<file path="config.mk">
export PLATFORM = sky130hd
export DESIGN_NAME = ffba_csr
export DESIGN_NICKNAME = d
export VERILOG_FILES = /design/src/ffba_pkg.sv /design/src/ffba_csr.sv
export SDC_FILE = /design/constraint.sdc
export NUM_CORES = 1
export LEC_CHECK = 0
export BUFFER_PORTS_ARGS = -buffer_cell sky130_fd_sc_hd__buf_2
export CAP_MARGIN = 20
export CORE_ASPECT_RATIO = 0.75
export CORE_MARGIN = 2
export CORE_UTILIZATION = 38
export DETAILED_ROUTE_END_ITERATION = 10
export GPL_ROUTABILITY_DRIVEN = 0
export PLACE_DENSITY = 0.77
export SLEW_MARGIN = 20
export SYNTH_ARGS = -nofsm -noshare
export SYNTH_HDL_FRONTEND = slang
export SYNTH_SLANG_ARGS = --single-unit
</file>
<file path="constraint.sdc">
create_clock -name clock -period 1 [get_ports clock]
set_input_delay 0 -clock clock [delete_from_list [all_inputs] [get_ports clock]]
set_output_delay 0 -clock clock [all_outputs]
set_load 0.01 [all_outputs]
</file>
<file path="src/ffba_pkg.sv">
// Shared types and constants for the first-fit block allocator.
`default_nettype none
package ffba_pkg;

   localparam int ADDR_W = 25;
   localparam int END_W = 26;
   localparam int HDR_W = 8;
   localparam int STATUS_W = 3;
   localparam int CSR_AW = 3;

   localparam logic [HDR_W-1:0] HEADER_RESET = 8'd24;
   localparam logic [END_W-1:0] ARENA_RESET = 26'd26214400;
   localparam logic [END_W-1:0] ARENA_CAP = 26'd33554432;

   localparam logic MODE_ALLOC = 1'b0;
   localparam logic MODE_FREE = 1'b1;

   localparam logic REG_HEADER = 1'b0;
   localparam logic REG_ARENA = 1'b1;

   localparam logic [STATUS_W-1:0] STATUS_OK = 3'd0;
   localparam logic [STATUS_W-1:0] STATUS_BAD_SIZE = 3'd1;
   localparam logic [STATUS_W-1:0] STATUS_TABLE_FULL = 3'd2;
   localparam logic [STATUS_W-1:0] STATUS_ARENA_FULL = 3'd3;
   localparam logic [STATUS_W-1:0] STATUS_FREE_FAILED = 3'd4;

   typedef struct packed {
      logic [ADDR_W-1:0] start;
      logic [ADDR_W-1:0] size;
      logic              free;
   } tbl_entry_type;

   typedef struct packed {
      logic [HDR_W-1:0] header;
      logic [END_W-1:0] limit;
   } cfg_type;

endpackage
`default_nettype wire

</file>
<file path="src/ffba_csr.sv">
// APB-style configuration registers: header size and arena size.
`default_nettype none
module ffba_csr (
   input  wire logic                        clock,
   input  wire logic                        reset,
   input  wire logic                        psel,
   input  wire logic                        penable,
   input  wire logic                        pwrite,
   input  wire logic [ffba_pkg::CSR_AW-1:0] paddr,
   input  wire logic [31:0]                 pwdata,
   output logic [31:0]                      prdata,
   output logic                             pready,
   output ffba_pkg::cfg_type                cfg
);

   logic [ffba_pkg::HDR_W-1:0] header_ff, header_in;
   logic [ffba_pkg::END_W-1:0] arena_ff, arena_in;
   logic                       reg_sel;
   logic                       wr_en;

   assign reg_sel = paddr[ffba_pkg::CSR_AW-1];
   assign wr_en = psel && penable && pwrite && pready;
   assign pready = 1'b1;

   always_comb begin
      header_in = header_ff;
      arena_in = arena_ff;
      if (wr_en) begin
         if (reg_sel == ffba_pkg::REG_HEADER) begin
            header_in = pwdata[ffba_pkg::HDR_W-1:0];
         end else begin
            arena_in = pwdata[ffba_pkg::END_W-1:0];
         end
      end
   end

   always_ff @(posedge clock) begin
      if (reset) begin
         header_ff <= ffba_pkg::HEADER_RESET;
         arena_ff <= ffba_pkg::ARENA_RESET;
      end else begin
         header_ff <= header_in;
         arena_ff <= arena_in;
      end
   end

   always_comb begin
      if (reg_sel == ffba_pkg::REG_HEADER) begin
         prdata = {{(32 - ffba_pkg::HDR_W){1'b0}}, header_ff};
      end else begin
         prdata = {{(32 - ffba_pkg::END_W){1'b0}}, arena_ff};
      end
   end

   // The arena never grows past the 25-bit offset space.
   assign cfg.header = header_ff;
   assign cfg.limit = (arena_ff > ffba_pkg::ARENA_CAP) ? ffba_pkg::ARENA_CAP : arena_ff;

endmodule
`default_nettype wire

</file>
==> flow_summary.yaml <==
timing:
  fin_tns_setup_ps: -862
  fmax_ghz: 0.936
  grt_setup_unrepaired: "true"
  final_max_slew_viol_count: 0
  setup_viol_count_final: 26
  worst_slack_ps: -68.6
  finalCritPeriodShare_pct: 107
  min_period_ps: 1070
  hold_viol: 0
  clock_skew_ps: 0
final_layout:
  fin_cells: 391
  drive_above_1_share_pct: 42.5
  area_growth_pct: 57.2
  nets: 374
  n_antenna_cell: 0
global_routing:
  grt_pass1_vias: 1573
  antenna_found_initial: 0
  grt_overflow: 0
  grt_max_degree: 29
  grt_pass1_wl_um: 6870
  track_usage_pct: 18.1
place:
  dp_slack_ps: 140
  portBuffers: 91
  place_inst: 353
  dp_hpwl_um: 3030
routing:
  drt_iter0_drc: 41
  drt_wl_total_um: 5000
  post_drt_wl_per_cell_um: 12.8
  vias: 1833
  vias_per_cell: 4.69
  final_antenna_net_count: 0
  first_pass_iters: 4
  drcViolationCount: 0
floorplanning:
  io_pins: 107
  die_area_um2: 5060
  coreArea_um2: 4390
  dieWidth_um: 81.4
  rows: 21
  die_h_um: 62.1
  initial_core_util_pct: 39.0
critical_path:
  worstSetupStartpointType: "register"
  worstPathMaxFanout: 14
  cp.arrival_ps: 1070
  crit_end: "cfg[1]"
  r2r_slack_ps: 220
  crit_path_start: "arena_ff[25]$_SDFFE_PP0P_"
  cp-end-kind: "output port"
  critPathKind: "reg -> out"
  cp_data_required_time_ps: 1000
  worstReg2RegEnd: "arena_ff[25]$_SDFFE_PP0P_"
  worstRegToRegCells: 3
  reg2reg_from: "arena_ff[25]$_SDFFE_PP0P_"
pwr:
  p_leak_nw: 1.30
  powerDensity_nw_per_um2: 1040
  peakVddDrop_mv: 0.567
synth:
  synth_area_um2: 1710
  synth-seq-cells: 34
  seq_area_frac_synth_pct: 39.8
  synth_area_leaders: "dfxtp_1 (40%), nand2_1 (15%), nor2b_1 (9.2%)"
  synth.distinct_cells: 18
  synth_top_area_cell: "dfxtp_1"
  syn_inst: 215
  yosysWarnings: 0
  avgSynthCellArea_um2: 7.95
  synthDominantCellAreaShare_pct: 39.8
run_status:
  status: "finished, violations left"
  violations: "setup timing"
clock_network:
  clockBufferDepth: 2
  clkSinkCount: 34
  clk_pin_slew_worst_paths_ps: 60
  h-tree-depth: 2
  clkLatencyLatePin_ps: 270
  root_buffer: "clkbuf_8"
  cts_tree: "done"
  numCtsBuffers: 5
min_path:
  hp-class: "in -> reg"
  hold_depth: 2
  min-delay-start: "reset"
job:
  maxCapViolCount: 0
[logic make-up after synthesis]
family,Yosys count,share of synthesized area (%)
buf+inv,22,9.22
flops,34,39.8
mux,8,5.27
simple gates,120,35.7
compound gates,29,9.59
other cells,2,0.439
[power breakdown]
group	total, W	switching (W)	internal [W]
sequential	0.00141	0.0000208	0.00139
clock	0.000912	0.000434	0.000478
combinational	0.000480	0.000221	0.000260
[worst max-delay path, cell delays in order (launching register included)]
cell	delay (ps)
dfxtp_4	360
clkbuf_16	170
nor2b_1	120
buf_2	140
[metal layers]
layer / vias to the layer above / share of wire, % / GRT usage [%]
met5: - / 0 / 0
met4: 0 / 1.0 / 7.02
met3: 7 / 5.7 / 4.34
met2: 67 / 51 / 33.1
met1: 851 / 42 / 20.7
li1: 908 / - / -
[through the flow]
| step | hold WS [ps] | total power (W) | util, % | instance area, µm² |
|---|---|---|---|---|
| after floorplan | 106 | 0.00165 | - | 1730 |
| after global placement | 212 | 0.00179 | 50.1 | 2200 |
| after detailed placement | 219 | 0.00180 | 50.1 | 2200 |
| after CTS | 134 | 0.00281 | 59.4 | 2610 |
| after global routing | 139 | 0.00296 | 61.2 | 2690 |
| final | 150 | 0.00280 | 61.2 | 2690 |
[how the worst min path moves through the flow]
stage               slack [ps]                   endpoint
finish                     150  arena_ff[25]$_SDFFE_PP0P_
global placement           210  arena_ff[20]$_SDFFE_PP1P_
detailed placement         220  arena_ff[23]$_SDFFE_PP1P_
floorplan                  110  arena_ff[20]$_SDFFE_PP1P_
global route               140  arena_ff[19]$_SDFFE_PP0P_
CTS                        130   arena_ff[0]$_SDFFE_PP0P_
[layout make-up]
cell class / instances / area [µm²]
clock buffers: 7 / 76.3
flip-flops and latches: 34 / 703
multi-input cells: 164 / 913
well taps: 57 / 71.3
repair buffers: 129 / 923
fillers: 400 / 1700
[timing repair]
item | in CTS | in global routing
endpoints found under the hold margin | 34 | 0
gates cloned | 0 | 1
buffers inserted | 4 | 0
setup endpoints to repair | 33 | 34
hold buffers | 26 | 0
gates resized for setup | 15 | 17
[Yosys cell counts]
cell type,count
nand3b_1,5
a21oi_1,24
nor2b_1,25
a21oi_2,5
clkbuf_1,7
nand4_2,1
and4_1,1
buf_2,4
nand2_1,68
buf_4,8
and4b_2,1
dfxtp_1,34
buf_12,2
buf_6,1
and2_1,18
nand4b_2,1
conb_1,2
mux2_2,8
[layout by cell type, fill, tap and decap left out]
master          n
a21oi_1        24
a21oi_2         5
and2_1         18
and4_1          1
and4b_2         1
buf_12          4
buf_2          83
buf_4           7
buf_6           8
clkbuf_1        2
clkbuf_16       1
clkbuf_8        5
conb_1          7
dfxtp_1        18
dfxtp_2        15
dfxtp_4         1
dlygate4sd3_1  26
mux2_2          3
mux2_4          5
nand2_1        68
nand3b_1        5
nand4_2         1
nand4b_2        1
nor2b_1        23
nor2b_2         2
[registers in the layout, summed over array words and instances, names as in the netlist]
signal and cells:
arena_ff 26, header_ff 8
Note: power is estimated with default switching activity, not from simulation.
